==> src/shps_pkg.sv <==
// ----------------------------------------------------------------------------
// shps_pkg: shared types and constants for the stepper homing sequencer
// Action codes, register indexes, coil table, state and result records.
// ----------------------------------------------------------------------------
`default_nettype none

package shps_pkg;

	// width of the tracked absolute position (8 to 32)
	localparam int PosBits    = 16;
	localparam int PosOutBits = 16;
	// signed compare width: holds the position and an unsigned 8-bit target
	localparam int CmpBits    = ((PosBits > 8) ? PosBits : 9) + 1;

	typedef enum logic [1:0] {
		ACT_TICK   = 2'd0,
		ACT_CW     = 2'd1,
		ACT_CCW    = 2'd2,
		ACT_TARGET = 2'd3
	} action_t;

	typedef enum logic {
		REG_HOMING_STEPS = 1'b0,
		REG_MAX_TARGET   = 1'b1
	} reg_index_t;

	localparam logic [7:0] HomingStepsReset = 8'd60;
	localparam logic [7:0] MaxTargetReset   = 8'd60;

	// full-step, two-phase-on drive sequence
	localparam logic [3:0] CoilTable [4] = '{4'hA, 4'h6, 4'h5, 4'h9};

	typedef struct packed {
		logic [1:0]         phase;
		logic [PosBits-1:0] pos;
		logic [7:0]         goal;
		logic [7:0]         homing_left;
		logic               homed;
	} shps_state_t;

	typedef struct packed {
		logic [3:0]            coil;
		logic                  stepped;
		logic                  step_dir;
		logic [PosOutBits-1:0] position;
		logic                  busy;
		logic                  rejected;
	} shps_result_t;

	// low output bits of the position, zero-filled when the position is narrower
	function automatic logic [PosOutBits-1:0] pos_out(input logic [PosBits-1:0] p);
		logic [PosBits+PosOutBits-1:0] w;
		w = {{PosOutBits{1'b0}}, p};
		return w[PosOutBits-1:0];
	endfunction

	function automatic logic signed [CmpBits-1:0] pos_cmp(input logic [PosBits-1:0] p);
		return signed'({{(CmpBits-PosBits){p[PosBits-1]}}, p});
	endfunction

	function automatic logic signed [CmpBits-1:0] goal_cmp(input logic [7:0] g);
		return signed'({{(CmpBits-8){1'b0}}, g});
	endfunction

endpackage

`default_nettype wire

==> src/stepper_homing_position_sequencer_core.sv <==
// ----------------------------------------------------------------------------
// stepper_homing_position_sequencer_core: full-step stepper sequencer
// Manual steps, homing run and stepping toward a target, one result per item.
// ----------------------------------------------------------------------------
//  channel  | signals                              | direction
//  ---------+--------------------------------------+----------
//  input    | in_valid/in_ready, action, target    | in
//  result   | out_valid/out_ready, coil .. rejected| out
//  config   | cfg_wr_en, cfg_index, cfg_data       | in
//
//  One transaction per cycle when in_ready; result in the next cycle.
//  Position changes by at most one step or is zeroed by the step logic.
//  in_ready drops only while a result is held and out_ready is low.
//  arst_n clears the state, restores both registers and empties the result.
// ----------------------------------------------------------------------------
`default_nettype none

module stepper_homing_position_sequencer_core
	import shps_pkg::*;
(
	input  logic               clk,
	input  logic               arst_n,
	input  logic               in_valid,
	output logic               in_ready,
	input  logic [1:0]         action,
	input  logic [7:0]         target_position,
	output logic               out_valid,
	input  logic               out_ready,
	output logic [3:0]         coil_pattern,
	output logic               stepped,
	output logic               step_dir,
	output logic signed [15:0] position_now,
	output logic               busy_res,
	output logic               rejected,
	input  logic               cfg_wr_en,
	input  logic               cfg_index,
	input  logic [7:0]         cfg_data
);

	shps_state_t  state_q;
	shps_state_t  state_nxt;
	shps_result_t res_nxt;
	shps_result_t res_out;
	logic [7:0]   homing_steps_q;
	logic [7:0]   max_target_q;
	logic         accept;

	assign accept = in_valid && in_ready;

	always_ff @(posedge clk or negedge arst_n) begin
		if (!arst_n) begin
			homing_steps_q <= HomingStepsReset;
			max_target_q   <= MaxTargetReset;
		end else if (cfg_wr_en) begin
			unique case (reg_index_t'(cfg_index))
				REG_HOMING_STEPS: homing_steps_q <= cfg_data;
				REG_MAX_TARGET:   max_target_q   <= cfg_data;
				default: begin
				end
			endcase
		end
	end

	always_ff @(posedge clk or negedge arst_n) begin
		if (!arst_n) begin
			state_q <= '0;
		end else if (accept) begin
			state_q <= state_nxt;
		end
	end

	shps_step_logic u_step (
		.cur             (state_q),
		.action          (action),
		.target_position (target_position),
		.homing_steps    (homing_steps_q),
		.max_target      (max_target_q),
		.nxt             (state_nxt),
		.res             (res_nxt)
	);

	shps_out_reg u_out (
		.clk       (clk),
		.arst_n    (arst_n),
		.load      (accept),
		.res_in    (res_nxt),
		.can_load  (in_ready),
		.out_valid (out_valid),
		.out_ready (out_ready),
		.res_out   (res_out)
	);

	assign coil_pattern = res_out.coil;
	assign stepped      = res_out.stepped;
	assign step_dir     = res_out.step_dir;
	assign position_now = signed'(res_out.position);
	assign busy_res     = res_out.busy;
	assign rejected     = res_out.rejected;

`ifndef NO_ASSERTIONS
	// no step means no coil drive and no direction
	a_idle_coils: assert property (@(posedge clk) disable iff (!arst_n)
		out_valid && !stepped |-> coil_pattern == 4'h0 && !step_dir)
		else $error("coil pattern driven without a step");

	// a step always drives a legal two-phase-on pattern
	a_step_coils: assert property (@(posedge clk) disable iff (!arst_n)
		out_valid && stepped |-> coil_pattern == 4'hA || coil_pattern == 4'h6 ||
			coil_pattern == 4'h5 || coil_pattern == 4'h9)
		else $error("illegal coil pattern");

	// once homed the block never returns to the unhomed state
	a_homed_sticky: assert property (@(posedge clk) disable iff (!arst_n)
		state_q.homed |=> state_q.homed)
		else $error("homed flag cleared");

	// a pending homing run only exists before homing completes
	a_homing_unhomed: assert property (@(posedge clk) disable iff (!arst_n)
		state_q.homing_left != 8'd0 |-> !state_q.homed)
		else $error("homing steps left while homed");
`endif

endmodule

`default_nettype wire

==> src/shps_step_logic.sv <==
// ----------------------------------------------------------------------------
// shps_step_logic: next-state and result logic for one transaction
// Decodes the action, takes at most one step and builds the result record.
// ----------------------------------------------------------------------------
`default_nettype none

module shps_step_logic
	import shps_pkg::*;
(
	input  shps_state_t  cur,
	input  logic [1:0]   action,
	input  logic [7:0]   target_position,
	input  logic [7:0]   homing_steps,
	input  logic [7:0]   max_target,
	output shps_state_t  nxt,
	output shps_result_t res
);

	action_t act;
	logic    do_step;
	logic    dir;
	logic    home_zero;
	logic    goal_gt;
	logic    goal_lt;

	assign act     = action_t'(action);
	assign goal_gt = goal_cmp(cur.goal) > pos_cmp(cur.pos);
	assign goal_lt = goal_cmp(cur.goal) < pos_cmp(cur.pos);

	always_comb begin
		nxt          = cur;
		res          = '0;
		do_step      = 1'b0;
		dir          = 1'b0;
		home_zero    = 1'b0;

		unique case (act)
			ACT_CW: begin
				do_step = 1'b1;
			end
			ACT_CCW: begin
				do_step = 1'b1;
				dir     = 1'b1;
			end
			ACT_TARGET: begin
				if (target_position > max_target) begin
					res.rejected = 1'b1;
				end else begin
					nxt.goal = target_position;
					// first accepted target after reset arms the homing run, or homes at once when homing_steps is zero
					if (!cur.homed && cur.homing_left == 8'd0) begin
						if (homing_steps == 8'd0) begin
							home_zero = 1'b1;
							nxt.homed = 1'b1;
						end else begin
							nxt.homing_left = homing_steps;
						end
					end
				end
			end
			ACT_TICK: begin
				if (!cur.homed) begin
					if (cur.homing_left != 8'd0) begin
						do_step         = 1'b1;
						dir             = 1'b1;
						nxt.homing_left = cur.homing_left - 8'd1;
						if (cur.homing_left == 8'd1) begin
							home_zero = 1'b1;
							nxt.homed = 1'b1;
						end
					end
				end else if (goal_gt) begin
					do_step = 1'b1;
				end else if (goal_lt) begin
					do_step = 1'b1;
					dir     = 1'b1;
				end
			end
			default: begin
			end
		endcase

		if (do_step) begin
			nxt.phase    = dir ? cur.phase - 2'd1 : cur.phase + 2'd1;
			nxt.pos      = dir ? cur.pos - 1'b1 : cur.pos + 1'b1;
			res.coil     = CoilTable[nxt.phase];
			res.stepped  = 1'b1;
			res.step_dir = dir;
		end
		if (home_zero) begin
			nxt.pos = '0;
		end

		res.position = pos_out(nxt.pos);
		if (!nxt.homed) begin
			res.busy = nxt.homing_left != 8'd0;
		end else begin
			res.busy = pos_cmp(nxt.pos) != goal_cmp(nxt.goal);
		end
	end

endmodule

`default_nettype wire

==> src/shps_out_reg.sv <==
// ----------------------------------------------------------------------------
// shps_out_reg: result register
// Holds one result; takes a new one whenever it is empty or being drained.
// ----------------------------------------------------------------------------
`default_nettype none

module shps_out_reg
	import shps_pkg::*;
(
	input  logic         clk,
	input  logic         arst_n,
	input  logic         load,
	input  shps_result_t res_in,
	output logic         can_load,
	output logic         out_valid,
	input  logic         out_ready,
	output shps_result_t res_out
);

	logic         valid_q;
	shps_result_t res_q;

	assign can_load  = !valid_q || out_ready;
	assign out_valid = valid_q;
	assign res_out   = res_q;

	always_ff @(posedge clk or negedge arst_n) begin
		if (!arst_n) begin
			valid_q <= 1'b0;
		end else if (load) begin
			valid_q <= 1'b1;
		end else if (out_ready) begin
			valid_q <= 1'b0;
		end
	end

	always_ff @(posedge clk) begin
		if (load) begin
			res_q <= res_in;
		end
	end

endmodule

`default_nettype wire
==> config.mk <==
export PLATFORM = sky130hd
export DESIGN_NAME = stepper_homing_position_sequencer_core
export DESIGN_NICKNAME = d
export VERILOG_FILES = /design/src/shps_pkg.sv /design/src/stepper_homing_position_sequencer_core.sv /design/src/shps_step_logic.sv /design/src/shps_out_reg.sv
export SDC_FILE = /design/constraint.sdc
export NUM_CORES = 1
export LEC_CHECK = 0
export ABC_AREA = 1
export BUFFER_PORTS_ARGS = -buffer_cell sky130_fd_sc_hd__buf_4
export CAP_MARGIN = 10
export CORE_ASPECT_RATIO = 0.7
export CORE_UTILIZATION = 55
export CTS_BUF_LIST = sky130_fd_sc_hd__clkbuf_8
export CTS_CLUSTER_SIZE = 14
export DETAILED_ROUTE_END_ITERATION = 16
export GPL_TIMING_DRIVEN = 0
export HOLD_SLACK_MARGIN = 0.06
export PLACE_DENSITY = 0.88
export REMOVE_ABC_BUFFERS = 1
export SLEW_MARGIN = 20
export SYNTH_ARGS = -nofsm -noshare
export SYNTH_HDL_FRONTEND = slang
export SYNTH_SLANG_ARGS = --single-unit
==> constraint.sdc <==
create_clock -name clk -period 3.7 [get_ports clk]
set_clock_uncertainty 0.1 [all_clocks]
set_input_delay 0.185 -clock clk [delete_from_list [all_inputs] [get_ports clk]]
set_output_delay 0.185 -clock clk [all_outputs]
set_load 0.1 [all_outputs]
==> results.md <==
* Outcome: finished with violations
* Failing checks: setup timing
* First-pass GRT wire length at 22890 µm
* Area growth from synthesis to layout at 31.27%
* Synth Flop Type: dfrtp_1
* Vias at 5149
* N_diodes at 0
* Std cell rows at 29
* WS Path Type: reg -> reg
* Finished Cell Area at 0.007018 mm²
* Most frequent cell on the critical path: nand2_2
* Max Slew Vio Count at 0
* Clk Tree Root Cell: clkbuf_8
* Syn Inst Count at 694
* Total wire length at 15270 µm
* Top Ports at 50
* Die span in x at 119.8 µm
* Most frequent cells in the layout: 138 x nand2_1, 104 x inv_1, 94 x buf_4
* Max Clock Freq at 243.4 MHz
* Mapped Area at 0.005346 mm²
* First-pass detailed-route iteration total at 5
* Clk buf depth at 2
* Tmin final at 4.109 ns
* Worst path top cell family by delay: simple AND/OR/NAND/NOR gates
* Unrepaired setup endpoints after global routing: yes
* Final Hold Vio Count at 0
* Register area share after synthesis at 38.01%
* Worst reg2reg endpoint: u_out.res_out[1]
* Worst EP arrival at 4.13 ns
* CP max-delay cell: dfrtp_1
* Nets@finish at 859
* Hold_sp: target_position[3]
* Post-synth ARST share at 68.42%
* Synth cell types at 48
* Placer Congestion at 0.8824
* Lkg Pwr at 3.420 nW
* # DRC at 0
* Required time of the critical path at 3.73 ns
* Die area at 0.01013 mm²
* R2r worst-path depth at 30
* Synth warn at 0
* Met1 Use GR at 40.59%
* Power per cell area at 860.9 mW/mm²
* Setup WS post-layout at -0.4085 ns
* Slew @ Worst Pin at 0.9752 ns
* Max_slew headroom at 34.83%
* Max IR drop VDD at 0.6116 mV
* DP Area at 0.005771 mm²
* Final setup violation count at 6
* GR peak layer: met2
* CP peak stage delay at 0.39 ns
* Share of cells above drive strength 1 at 33.67%
* Die Y at 84.49 µm
* Final antenna-violating net count at 0
* Largest net degree at the start of global routing at 53
* Worst Path Max Fanout at 6
* Crit end category: flip-flop
* Vias in the first global route at 4790
* Sum of buffers and inverters on the critical path at 4
* Fill count at 620
* GR Overflow Total at 0
* Avg Inst Size Synth at 7.704 µm²
* Number of synthesized flops with an enable pin at 24
* Clk Latency, worst-skew pair at 0.38 ns
* DRT iter0 DRCs at 524
* DP HPWL at 9404 µm
* Num CTS Buffers at 9
* Total global-route track usage at 29.09%
* Met2 usage at 44.46%
* Internal reg-to-reg setup slack at -0.41 ns
* CTS tree: yes
* Worst Hold Class: in -> reg
* Met3 Track Usage GR at 6.250%
* Routed WL per cell at 16.49 µm
* Vias/cell at 5.560
* Synth Register Bits at 76
* Initial antenna violation count at 0
* Hold EP: state_q[12]
* Tot Pwr at 6.041 mW
* Max Cap Violations at 0
* H-tree levels at 3
* CORE AREA at 0.009253 mm²
* Period utilisation layout at 111.0%
* PortBufs at 49
* Initial core utilization at 57.78%
* Reg-to-Reg Start: state_q[18]
* Worst Hold Path Cells at 3
* Clock transition at path regs at 0.09 ns
* Commonest non-fill, non-tap cell in the layout: nand2_1
* CP startpoint kind: flip-flop
* Clk sink count at 76
[Yosys cell counts, types with 2 or more instances]
master,n,area [µm²]
nand2_1,163,611.8
inv_1,116,435.4
o21ai_0,73,365.4
dfrtp_1,44,1101
ha_1,37,462.9
nor2_1,37,138.9
a21oi_1,33,165.2
nand3_1,31,155.2
edfxtp_1,24,720.7
nand3_2,17,170.2
nand4_1,14,87.58
xnor2_1,10,87.58
clkbuf_1,9,33.78
dfstp_2,8,210.2
nand2_2,8,50.05
xor2_1,8,70.07
o22ai_1,6,37.54
inv_2,5,18.77
a31oi_1,4,25.02
nand2_4,4,45.04
buf_2,3,15.01
nand3b_1,3,22.52
nor3_1,3,15.01
o21a_1,3,22.52
buf_6,2,22.52
clkinv_1,2,7.510
nor2_2,2,12.51
nor2_4,2,22.52
o21bai_1,2,15.01
o31ai_1,2,15.01
o32ai_1,2,17.52
[where the power goes]
part	switching [mW]	internal, mW	leakage [nW]	total (mW)
logic	2.44	1.49	2.46	3.93
clock network	0.356	0.384	0.114	0.740
registers	0.201	1.17	0.848	1.37
[stage by stage]
| step | utilization [%] | worst slack [ns] | std cells | hold WS, ns | TNS [ns] |
|---|---|---|---|---|---|
| after detailed placement | 62.37 | -0.9710 | 850 | 0.1834 | -8.818 |
| after global routing | 75.85 | -0.5388 | 926 | 0.1527 | -2.707 |
| final | 75.85 | -0.4085 | 926 | 0.1487 | -1.163 |
| after floorplan | - | -0.7144 | 677 | -0.2106 | -21.82 |
| after global placement | 62.33 | -0.9379 | 850 | 0.1701 | -10.26 |
| after CTS | 70.10 | -0.2047 | 897 | 0.1166 | -0.4358 |
[cell families (layout without fill, tap and decap cells)]
kind of cell	Yosys count	count (layout)	synth area share (%)
AND/OR/NAND/NOR	287	287	25.46
buffers and inverters	141	249	10.67
AO/OA/AOI/OAI	133	133	13.69
flip-flops	76	76	38.01
adder cells (fa/ha/maj)	38	38	9.033
XOR/XNOR	18	18	2.949
multiplexers	1	1	0.1872
[cell type report]
cell class | count | area (µm²) | area share, %
Multi-Input combinational cell | 477 | 3268 | 46.57
Sequential cell | 76 | 2034 | 28.99
Timing Repair Buffer | 109 | 865.8 | 12.34
Inverter | 124 | 473.0 | 6.739
Tap cell | 124 | 155.1 | 2.211
Clock buffer | 9 | 123.9 | 1.765
Clock inverter | 7 | 97.59 | 1.391
[flip-flops by register name, summed over array words and instances, names as in the netlist]
| signal | flops |
|---|---|
| max_target_q | 8 |
| u_out.out_valid | 1 |
| state_q | 35 |
| u_out.res_out | 24 |
| homing_steps_q | 8 |
[what timing repair did]
item	in CTS	in global routing
hold endpoints to repair	61	0
setup buffers	21	29
gates resized for setup	48	83
setup endpoints to repair	27	18
gates cloned	0	0
hold buffers	10	0
pin swaps	14	44
[how the worst max path moves through the flow]
stage / start / endpoint / slack [ns] / depth (start not counted)
4_1_cts: state_q[20] / u_out.res_out[1] / -0.20 / 29
2_1_floorplan: u_out.out_valid / state_q[20] / -0.71 / 5
5_1_grt: state_q[18] / u_out.res_out[1] / -0.54 / 31
3_3_place_gp: state_q[24] / u_out.res_out[1] / -0.94 / 24
6_report: state_q[18] / u_out.res_out[1] / -0.41 / 30
3_5_place_dp: state_q[24] / u_out.res_out[1] / -0.97 / 24
[worst min-delay path, stage by stage]
cell and delay [ns]:
buf_4 0.09, o21ai_0 0.14, o21ai_0 0.17
[per-layer routing]
metal / share of wire [%] / vias up
met5: 0 / -
met4: 2.3 / 0
met3: 7.6 / 41
met2: 46 / 235
met1: 44 / 2400
li1: - / 2473
(Power assumes the default switching activity.)
